**config.mk**
```make
export PLATFORM = sky130hd
export DESIGN_NAME = high_gain_observer_filter
export DESIGN_NICKNAME = d
export VERILOG_FILES = /design/src/hgo_pkg.sv /design/src/hgo_mul_unit.sv /design/src/hgo_sequencer.sv /design/src/high_gain_observer_filter.sv
export SDC_FILE = /design/constraint.sdc
export NUM_CORES = 2
export LEC_CHECK = 0
export BUFFER_PORTS_ARGS = -buffer_cell sky130_fd_sc_hd__buf_2
export CAP_MARGIN = 20
export CORE_MARGIN = 5
export CORE_UTILIZATION = 40
export DETAILED_ROUTE_END_ITERATION = 16
export SLEW_MARGIN = 20
export SYNTH_ARGS = -nofsm -noshare
export SYNTH_HDL_FRONTEND = slang
export SYNTH_SLANG_ARGS = --single-unit
```
**constraint.sdc**
```tcl
create_clock -name clock -period 21.7 [get_ports clock]
set_input_delay 3.255 -clock clock [delete_from_list [all_inputs] [get_ports clock]]
set_output_delay 3.255 -clock clock [all_outputs]
set_load 0.05 [all_outputs]
```
**src/hgo_pkg.sv**
```systemverilog
// Shared types, codes and helpers for the high-gain observer filter.
// Used by hgo_mul_unit, hgo_sequencer and high_gain_observer_filter.
package hgo_pkg;

   localparam int CSR_INDEX_WIDTH = 8;
   localparam int CSR_DATA_WIDTH  = 32;

   localparam logic [CSR_INDEX_WIDTH-1:0] REG_POSITION_GAIN = 8'd0;
   localparam logic [CSR_INDEX_WIDTH-1:0] REG_SPEED_GAIN    = 8'd1;

   localparam logic [31:0] POSITION_GAIN_RESET = 32'd32768000;
   localparam logic [31:0] SPEED_GAIN_RESET    = 32'd15360000;

   typedef struct packed {
      logic [23:0]        time_step;
      logic signed [31:0] measured_angle;
   } req_word_type;

   typedef struct packed {
      logic signed [31:0] angle_estimate;
      logic signed [31:0] speed_estimate;
   } rsp_word_type;

   typedef enum logic [2:0] {
      ST_IDLE,
      ST_LO,
      ST_HI,
      ST_SUM,
      ST_FINAL
   } seq_state_type;

   typedef enum logic [2:0] {
      OP_DRIFT,
      OP_KP,
      OP_KV,
      OP_PCORR,
      OP_VCORR
   } op_type;

   typedef struct packed {
      logic mul_lo;
      logic mul_hi;
   } mul_ctl_type;

   typedef struct packed {
      mul_ctl_type mul;
      op_type      op;
      logic        retire;
      logic        fold_drift;
      logic        finish;
      logic        idle;
   } seq_ctl_type;

   // Clamp a wide signed sum to 32-bit signed.
   function automatic logic signed [31:0] sat32(input logic signed [57:0] v);
      logic signed [31:0] r;
      if ((&v[57:31]) || !(|v[57:31])) begin
         r = v[31:0];
      end else if (v[57]) begin
         r = 32'sh8000_0000;
      end else begin
         r = 32'sh7fff_ffff;
      end
      return r;
   endfunction

endpackage

```
**src/hgo_mul_unit.sv**
```systemverilog
// Shared multiply-accumulate unit: 33-bit signed by 32-bit unsigned in two halves.
// Depends on hgo_pkg for the control struct.
module hgo_mul_unit (
   input  logic                clock,
   input  hgo_pkg::mul_ctl_type ctl,
   input  logic signed [32:0]  a,
   input  logic [31:0]         b,
   output logic signed [65:0]  sum
);
   import hgo_pkg::*;

   logic signed [16:0] b_half;
   logic signed [49:0] prod_in;
   logic signed [49:0] prod_ff;
   logic signed [65:0] acc_ff;

   assign b_half  = ctl.mul_hi ? $signed({1'b0, b[31:16]}) : $signed({1'b0, b[15:0]});
   assign prod_in = a * b_half;

   always_ff @(posedge clock) begin
      if (ctl.mul_lo || ctl.mul_hi) begin
         prod_ff <= prod_in;
      end
      // prod_ff holds the low partial product while the high one is formed
      if (ctl.mul_hi) begin
         acc_ff <= 66'(prod_ff);
      end
   end

   assign sum = acc_ff + (66'(prod_ff) <<< 16);

endmodule

```
**src/hgo_sequencer.sv**
```systemverilog
// Sequencer that steps the shared multiplier through the five products of one word.
// Depends on hgo_pkg for state, operation and control types.
module hgo_sequencer (
   input  logic                 clock,
   input  logic                 reset,
   input  logic                 start,
   input  logic                 out_blocked,
   output hgo_pkg::seq_ctl_type ctl
);
   import hgo_pkg::*;

   seq_state_type state_ff, state_in;
   op_type        op_ff, op_in;

   always_ff @(posedge clock) begin
      if (reset) begin
         state_ff <= ST_IDLE;
         op_ff    <= OP_DRIFT;
      end else begin
         state_ff <= state_in;
         op_ff    <= op_in;
      end
   end

   always_comb begin
      state_in       = state_ff;
      op_in          = op_ff;
      ctl            = '0;
      ctl.op         = op_ff;
      case (state_ff)
         ST_IDLE: begin
            ctl.idle = 1'b1;
            if (start) begin
               state_in = ST_LO;
               op_in    = OP_DRIFT;
            end
         end
         ST_LO: begin
            ctl.mul.mul_lo = 1'b1;
            ctl.fold_drift = (op_ff == OP_KP);
            state_in       = ST_HI;
         end
         ST_HI: begin
            ctl.mul.mul_hi = 1'b1;
            state_in       = ST_SUM;
         end
         ST_SUM: begin
            ctl.retire = 1'b1;
            state_in   = ST_LO;
            case (op_ff)
               OP_DRIFT: op_in = OP_KP;
               OP_KP:    op_in = OP_KV;
               OP_KV:    op_in = OP_PCORR;
               OP_PCORR: op_in = OP_VCORR;
               OP_VCORR: state_in = ST_FINAL;
               default:  state_in = ST_IDLE;
            endcase
         end
         ST_FINAL: begin
            if (!out_blocked) begin
               ctl.finish = 1'b1;
               state_in   = ST_IDLE;
            end
         end
         default: begin
            state_in = ST_IDLE;
         end
      endcase
   end

endmodule

```
**src/high_gain_observer_filter.sv**
```systemverilog
// Top level of the high-gain observer (alpha-beta) angle and speed filter.
// Depends on hgo_pkg, hgo_mul_unit and hgo_sequencer.
//
//   channel   direction  handshake                word
//   req_      in         req_valid / req_ready    req_word_type (time_step, measured_angle)
//   rsp_      out        rsp_valid / rsp_ready    rsp_word_type (angle_estimate, speed_estimate)
//   csr_      in         csr_valid / csr_ready    csr_index, csr_data
//
// Each word runs five products (drift, two gain scalings, two corrections) through
// low, high and sum steps on the shared 33x17 multiplier, then a final step for the
// adds and clamping that loads the result register. req_ready is high only while
// the sequencer is idle, so a new word is taken only once the last one is finished.
// csr_ready is always high.
// Synchronous reset clears the estimates, restores the gain defaults and drops rsp_valid.
// A result waits in the output register; a later word holds in its final cycle
// until that result is taken.
module high_gain_observer_filter (
   input  logic                                clock,
   input  logic                                reset,
   input  logic                                req_valid,
   output logic                                req_ready,
   input  hgo_pkg::req_word_type               req_data,
   output logic                                rsp_valid,
   input  logic                                rsp_ready,
   output hgo_pkg::rsp_word_type               rsp_data,
   input  logic                                csr_valid,
   output logic                                csr_ready,
   input  logic [hgo_pkg::CSR_INDEX_WIDTH-1:0] csr_index,
   input  logic [hgo_pkg::CSR_DATA_WIDTH-1:0]  csr_data
);
   import hgo_pkg::*;

   seq_ctl_type ctl;
   logic        start;
   logic        out_blocked;

   // Configuration and filter state
   logic [31:0]        position_gain_ff;
   logic [31:0]        speed_gain_ff;
   logic signed [31:0] last_angle_ff;
   logic signed [31:0] last_speed_ff;

   // Per-word working registers
   logic [23:0]        time_step_ff;
   logic signed [32:0] innovation_ff;
   logic signed [31:0] drift_ff;
   logic signed [33:0] drift_angle_ff;
   logic [31:0]        kp_ff;
   logic [31:0]        kv_ff;
   logic signed [48:0] pcorr_ff;
   logic signed [56:0] vcorr_ff;

   logic               rsp_valid_ff;
   rsp_word_type       rsp_data_ff;

   logic signed [32:0] mul_a;
   logic [31:0]        mul_b;
   logic signed [65:0] mul_sum;
   logic signed [31:0] angle_in;
   logic signed [31:0] speed_in;

   assign req_ready   = ctl.idle;
   assign start       = req_valid && ctl.idle;
   assign out_blocked = rsp_valid_ff && !rsp_ready;
   assign csr_ready   = 1'b1;
   assign rsp_valid   = rsp_valid_ff;
   assign rsp_data    = rsp_data_ff;

   hgo_sequencer u_sequencer (
      .clock       (clock),
      .reset       (reset),
      .start       (start),
      .out_blocked (out_blocked),
      .ctl         (ctl)
   );

   // Route operands of the current product into the shared multiplier.
   always_comb begin
      case (ctl.op)
         OP_DRIFT: begin
            mul_a = $signed({last_speed_ff[31], last_speed_ff});
            mul_b = {8'd0, time_step_ff};
         end
         OP_KP: begin
            mul_a = $signed({9'd0, time_step_ff});
            mul_b = position_gain_ff;
         end
         OP_KV: begin
            mul_a = $signed({9'd0, time_step_ff});
            mul_b = speed_gain_ff;
         end
         OP_PCORR: begin
            mul_a = innovation_ff;
            mul_b = kp_ff;
         end
         OP_VCORR: begin
            mul_a = innovation_ff;
            mul_b = kv_ff;
         end
         default: begin
            mul_a = '0;
            mul_b = '0;
         end
      endcase
   end

   hgo_mul_unit u_mul_unit (
      .clock (clock),
      .ctl   (ctl.mul),
      .a     (mul_a),
      .b     (mul_b),
      .sum   (mul_sum)
   );

   // Final adds with clamping; products are already floored by bit selection.
   assign angle_in = sat32(58'(drift_angle_ff) + 58'(pcorr_ff));
   assign speed_in = sat32(58'(last_speed_ff) + 58'(vcorr_ff));

   // Configuration writes, filter state and the result register.
   always_ff @(posedge clock) begin
      if (reset) begin
         position_gain_ff <= POSITION_GAIN_RESET;
         speed_gain_ff    <= SPEED_GAIN_RESET;
         last_angle_ff    <= '0;
         last_speed_ff    <= '0;
         rsp_valid_ff     <= 1'b0;
      end else begin
         // Drop writes to indexes beyond the register list.
         if (csr_valid && csr_index == REG_POSITION_GAIN) begin
            position_gain_ff <= csr_data;
         end
         if (csr_valid && csr_index == REG_SPEED_GAIN) begin
            speed_gain_ff <= csr_data;
         end
         if (ctl.finish) begin
            last_angle_ff <= angle_in;
            last_speed_ff <= speed_in;
            rsp_valid_ff  <= 1'b1;
         end else if (rsp_ready) begin
            rsp_valid_ff <= 1'b0;
         end
      end
   end

   // Working registers: capture the word, retire each product, fold the drift.
   always_ff @(posedge clock) begin
      if (start) begin
         time_step_ff  <= req_data.time_step;
         innovation_ff <= $signed({req_data.measured_angle[31], req_data.measured_angle})
                        - $signed({last_angle_ff[31], last_angle_ff});
      end
      if (ctl.retire) begin
         case (ctl.op)
            OP_DRIFT: drift_ff <= mul_sum[55:24];
            OP_KP:    kp_ff    <= mul_sum[55:24];
            OP_KV:    kv_ff    <= mul_sum[55:24];
            OP_PCORR: pcorr_ff <= mul_sum[64:16];
            OP_VCORR: vcorr_ff <= mul_sum[64:8];
            default:  ;
         endcase
      end
      // Fold previous angle and drift while the gain products run.
      if (ctl.fold_drift) begin
         drift_angle_ff <= 34'(last_angle_ff) + 34'(drift_ff);
      end
      if (ctl.finish) begin
         rsp_data_ff.angle_estimate <= angle_in;
         rsp_data_ff.speed_estimate <= speed_in;
      end
   end

endmodule

```
* Yosys cells after proc, flatten, opt, wreduce, memory -nomap -nowiden
Index checks and enable logic that the tools add are counted.
Operators by class: add/subtract/negate cells 5, $mul 1, equality and inequality tests 12, mux-type cells 23, reductions and logical operators 29
Operator list (count):
- case mux 32 bit (5 select lines) | 1
- two-way mux 32 bit | 4
- case mux 33 bit (3 select lines) | 1
- adder 50 x 65 -> 65 bit | 1
- adder 32 x 57 -> 58 bit | 1
- AND reduction 27 bit | 2
- OR reduction 27 bit | 2
- adder 33 x 49 -> 50 bit | 1
- multiplier 33 x 17 -> 50 bit | 1
- adder 32 x 32 -> 33 bit | 1
- subtractor 32 x 32 -> 33 bit | 1
- two-way mux 16 bit | 1
- case mux 3 bit (5 select lines) | 1
- == test 3 x 2 -> 1 bit, second input constant | 4
- case mux 3 bit (2 select lines) | 2
- case mux 3 bit (4 select lines) | 1
- AND reduction 2 bit | 6
- two-way mux 1 bit | 9
- two-way mux 3 bit | 3
- == test 8 x 1 -> 1 bit, second input constant | 1
- logical NOT 8 bit | 1
- == test 3 x 1 -> 1 bit, second input constant | 2
- == test 3 bit, second input constant | 2
- logical NOT 3 bit | 2
- 9 further kinds | 19
Storage, ports and cells: flip-flop bits (word level) 591, bits of input ports 101

* Logic depth before layout (Yosys ltp)
depth in word-level cells 5, depth in mapped cells 37, gate-level depth less buffers 32

* By module
From an unflattened synthesis, not the netlist that was laid out.
Unflattened totals: cell total of the unflattened synthesis 5578, area, all modules 53592.6 µm²
By module, submodules not included:
- high_gain_observer_filter | times used 1, cells each 2809, area each 28117.0 µm², seq. area each 13272.7 µm²
- hgo_mul_unit | times used 1, cells each 2730, area each 25110.3 µm², seq. area each 3002.9 µm²
- hgo_sequencer | times used 1, cells each 39, area each 365.4 µm², seq. area each 120.1 µm²

* Worst setup path after synthesis
Ideal clock, no wire load.
path type register -> register, start reg u_sequencer.state_ff[1], end reg u_mul_unit.prod_ff[46] (data pin), arrival time 9382 ps, data required time 21435 ps, path slack 12053 ps, cell stages (with the launch flop) 34, buffers on the path 5, clock period less this slack 9647 ps, cells stage by stage dfxtp_1 -> clkbuf_1 -> or3b_2 -> clkbuf_1 -> clkinv_1 -> clkbuf_1 -> nor3_1 -> a211oi_1 -> clkbuf_1 -> nand2_1 -> fa_1 -> inv_1 -> fa_1 -> fa_1 -> fa_1 -> fa_1 -> inv_1 -> fa_1 -> inv_1 -> ha_1 -> clkbuf_1 -> nand2_1 -> o21ai_0 -> nand4_1 -> a31oi_1 -> o31a_1 -> a41oi_1 -> a31oi_1 -> a21oi_1 -> a211o_1 -> nor2b_1 -> nand4_1 -> o21ai_0 -> xor2_1
Between the ends: word-level cells in the longest chain between the ends 4
RTL lines:
- start, declared | line hgo_sequencer.sv:12 | seq_state_type state_ff, state_in;
- start signal, assigned | line hgo_sequencer.sv:20 | state_ff <= state_in;
- == test 3 x 2 -> 1 bit | line hgo_sequencer.sv:30 | case (state_ff)
- two-way mux 1 bit | line hgo_sequencer.sv:30
- two-way mux 16 bit | line hgo_mul_unit.sv:17 | assign b_half = ctl.mul_hi ? $signed({1'b0, b[31:16]}) : $signed({1'b0, b[15:0]});
- multiplier 33 x 17 -> 50 bit | line hgo_mul_unit.sv:18 | assign prod_in = a * b_half;
- net u_mul_unit.prod_in[46] | line hgo_mul_unit.sv:13 | logic signed [49:0] prod_in;
- end signal, assigned | line hgo_mul_unit.sv:22 | prod_ff <= prod_in;
- end, declared | line hgo_mul_unit.sv:14 | logic signed [49:0] prod_ff;
The timed path passes the listed nets, and every way through them passes these cells. A chain may end at the register's enable or synchronous reset.

* Worst setup path after layout
start reg u_sequencer.state_ff[1], end reg u_mul_unit.prod_ff[48] (data pin)
The elaborated chain is that of the path after synthesis.

==> results.py <==
metrics = {
    "die": {
        "die_area_um2": 137000,
        "dieHeight_um": 370,
        "coreArea_um2": 129000,
        "initial_core_util": 0.401,
        "io_pins": 168,
        "rows": 132,
        "dieWidth_um": 370,
    },
    "power": {
        "p_leak_uw": 0.0244,
        "p_sw_frac": 0.398,
        "combPwrFrac": 0.380,
        "power_density_nw_per_um2": 73.1,
        "p_clk_frac": 0.256,
        "internal_power_uw": 2500,
        "p_sw_uw": 1650,
        "peakVddDrop_mv": 0.0768,
        "seq_power_share": 0.364,
    },
    "clocking": {
        "clk_pin_slew_worst_paths_ps": 70,
        "cts_sinks": 583,
        "root_buffer": "clkbuf_16",
        "cts-htree-levels": 2,
        "post_cts_buffers": 0,
        "cts_resized": 0,
        "hold_buffers": 0,
        "clock_path_buffers": 3,
        "cts_buffers": 59,
        "cts_tree": "done",
        "clk_latency_ps": 690,
    },
    "global_route": {
        "met3_usage": 0.0284,
        "use_met2": 0.373,
        "grt_util_met1": 0.333,
        "grt-ovfl-total": 0,
        "grt_pass1_vias": 38986,
        "grt_usage": 0.234,
        "top_usage_layer": "met2",
        "grt_start_max_net_pins": 71,
        "antenna_found_initial": 4,
        "grt_pass1_wl_um": 244000,
    },
    "sta": {
        "rsz0062_at_grt": "no",
        "max-slew-margin-rel": 0.205,
        "final.setup.tns_ps": 0,
        "slew_viol_final": 0,
        "hold_violations": 0,
        "worst_slew_pin_slew_ps": 1180,
        "period_share": 0.466,
        "max_freq_ghz": 0.0988,
        "setup_viol": 0,
        "period_minus_slack_ps": 10120,
        "finalClockSkew_ps": 78.1,
    },
    "routing": {
        "drtAntennaViolNets": 0,
        "drt_iter0_drc": 3702,
        "routed_wl_um": 163000,
        "first_pass_iters": 9,
        "drcViolationCount": 0,
        "vias": 39590,
        "viasPerCell": 5.52,
        "wl_per_cell_um": 22.7,
    },
    "layout": {
        "fillers": 12442,
        "layout_common_cells": "669 x inv_1, 669 x nand2_1, 508 x fa_1",
        "area_delta_synth_final_pct": 9.67,
        "fin_util": 0.440,
        "nets": 6321,
        "multi_input_area_um2": 32400,
        "regArea_um2": 16200,
        "n_antenna_cell": 0,
        "drive_above_1_share": 0.0918,
    },
    "synthesis": {
        "yosysSeqAreaShare": 0.312,
        "ys_ff_latch": 583,
        "syn_area_per_cell_um2": 9.76,
        "yosys-top-cells-area": "edfxtp_1 26%, fa_1 20%, ha_1 8.1%, dfxtp_1 5.2%, inv_1 4.9%",
        "synth_edf_count": 448,
        "synth_top_area_frac": 0.260,
        "syn_inst": 5308,
        "yosysTopAreaCell": "edfxtp_1",
        "synthesis.nets": 6254,
        "yosys_warnings": 0,
        "async_reset_ff_frac": 0,
        "yosysUniqueCellTypes": 89,
        "ys.flop_type": "edfxtp_1",
        "syn_area_um2": 51800,
    },
    "placed_design": {
        "place_hpwl_um": 128000,
        "io_buffers": 166,
        "gp_congestion": 0.961,
    },
    "critical_path": {
        "critPathKind": "flop to flop",
        "cp-end-kind": "flop",
        "worstSetupStartpointType": "flop",
        "crit_path_frequent_cell": "fa_1",
        "critPathRequiredTime_ps": 22060,
        "max_stage_delay_ps": 700,
        "critPathArrivalTime_ps": 10480,
        "critPathMaxFanout": 62,
        "crit_slowest_cell": "or3b_2",
    },
    "hold_path": {
        "hold_path.class": "flop to flop",
    },
    "job": {
        "maxCapViolations": 0,
    },
    "run_status": {
        "status": "finished clean",
    },
}
cell type report:
class                           instances  area share
Clock buffer                           85      0.0324
Clock inverter                         27     0.00403
Inverter                              673      0.0446
Multi-Input combinational cell       3808       0.570
Sequential cell                       583       0.285
Tap cell                             1742      0.0384
Timing Repair Buffer                  250      0.0261
power by group through the flow:
stage	Sequential (µW)	Clock (µW)	Combinational [µW]
2_1_floorplan	1480	0	822
3_3_place_gp	1530	0	1540
3_5_place_dp	1530	0	1560
4_1_cts	1510	1080	1570
5_1_grt	1510	1130	1670
6_report	1510	1060	1580
cell usage after synthesis (all sizes together), types with 11 or more instances:
master and number:
a2111oi 14, a211o 16, a211oi 49, a21boi 12
a21o 128, a21oi 355, a221oi 11, a22oi 30
a311oi 30, a31oi 33, and2 54, and3 31
buf 45, clkbuf 199, dfxtp 135, edfxtp 448
fa 508, ha 337, inv 672, mux2 31
mux2i 84, mux4 16, nand2 669, nand2b 51
nand3 62, nand4 47, nor2 284, nor2b 134
nor3 67, nor4 21, o211a 29, o211ai 48
o21a 35, o21ai 202, o21bai 30, o22ai 13
or2 16, or3 20, xnor2 157, xor2 84
state kept, by name (all words and copies together), names as in the netlist:
| name | cells |
|---|---|
| rsp_data | 64 |
| vcorr_ff | 57 |
| u_mul_unit.prod_ff | 50 |
| pcorr_ff | 49 |
| u_mul_unit.acc_ff | 42 |
| drift_angle_ff | 33 |
| innovation_ff | 33 |
| drift_ff | 32 |
| kp_ff | 32 |
| kv_ff | 32 |
| last_angle_ff | 32 |
| last_speed_ff | 32 |
| position_gain_ff | 32 |
| speed_gain_ff | 32 |
| time_step_ff | 24 |
| u_sequencer.op_ff | 3 |
| u_sequencer.state_ff | 3 |
| rsp_valid | 1 |
critical path: cells and delay by family (launching register included):
kind                       cells  cell delay (ps)
DFF                            1              510
AOI/OAI and AO/OA             11             2930
buffers and inverters          8             1560
xor gates and xnor gates       1               90
adders and majority gates      7             3380
and+or+nand+nor                5             1270
metal layers:
metal	part of all wire	wire length, µm
met5	0.000055	9
met4	0.037	6070
met3	0.066	10700
met2	0.46	74000
met1	0.44	71800
per-stage QoR:
stage	total power, µW	setup slack, ps	hold slack (ps)	instance area, µm²	instances
2_1_floorplan	2300	12050	400	51800	5308
3_3_place_gp	3070	11810	414	54600	7054
3_5_place_dp	3090	11570	406	54700	7055
4_1_cts	4160	11480	422	56700	7167
5_1_grt	4320	10930	444	56800	7168
6_report	4150	11580	419	56800	7168
worst paths after layout:
path	start	end	slack, ps	cells after the start
worst min register to register	u_mul_unit.prod_ff[49]	u_mul_unit.acc_ff[49]	420	0
worst max-delay path	u_sequencer.state_ff[1]	u_mul_unit.prod_ff[48]	11580	32
worst max register to register	u_sequencer.state_ff[1]	u_mul_unit.prod_ff[48]	11580	32
worst min-delay path	u_mul_unit.prod_ff[49]	u_mul_unit.acc_ff[49]	420	0
cell families after synthesis:
family                   count (synthesis)  synth area share
AO/OA/AOI/OAI                         1106             0.139
XOR/XNOR                               241            0.0408
adder cells (fa/ha/maj)                845             0.278
buffers and inverters                  917            0.0689
flip-flops                             583             0.312
multiplexers                           131            0.0299
other                                    1         0.0000724
AND/OR/NAND/NOR                       1484             0.132
No activity file was read; power rests on OpenSTA's default activity.
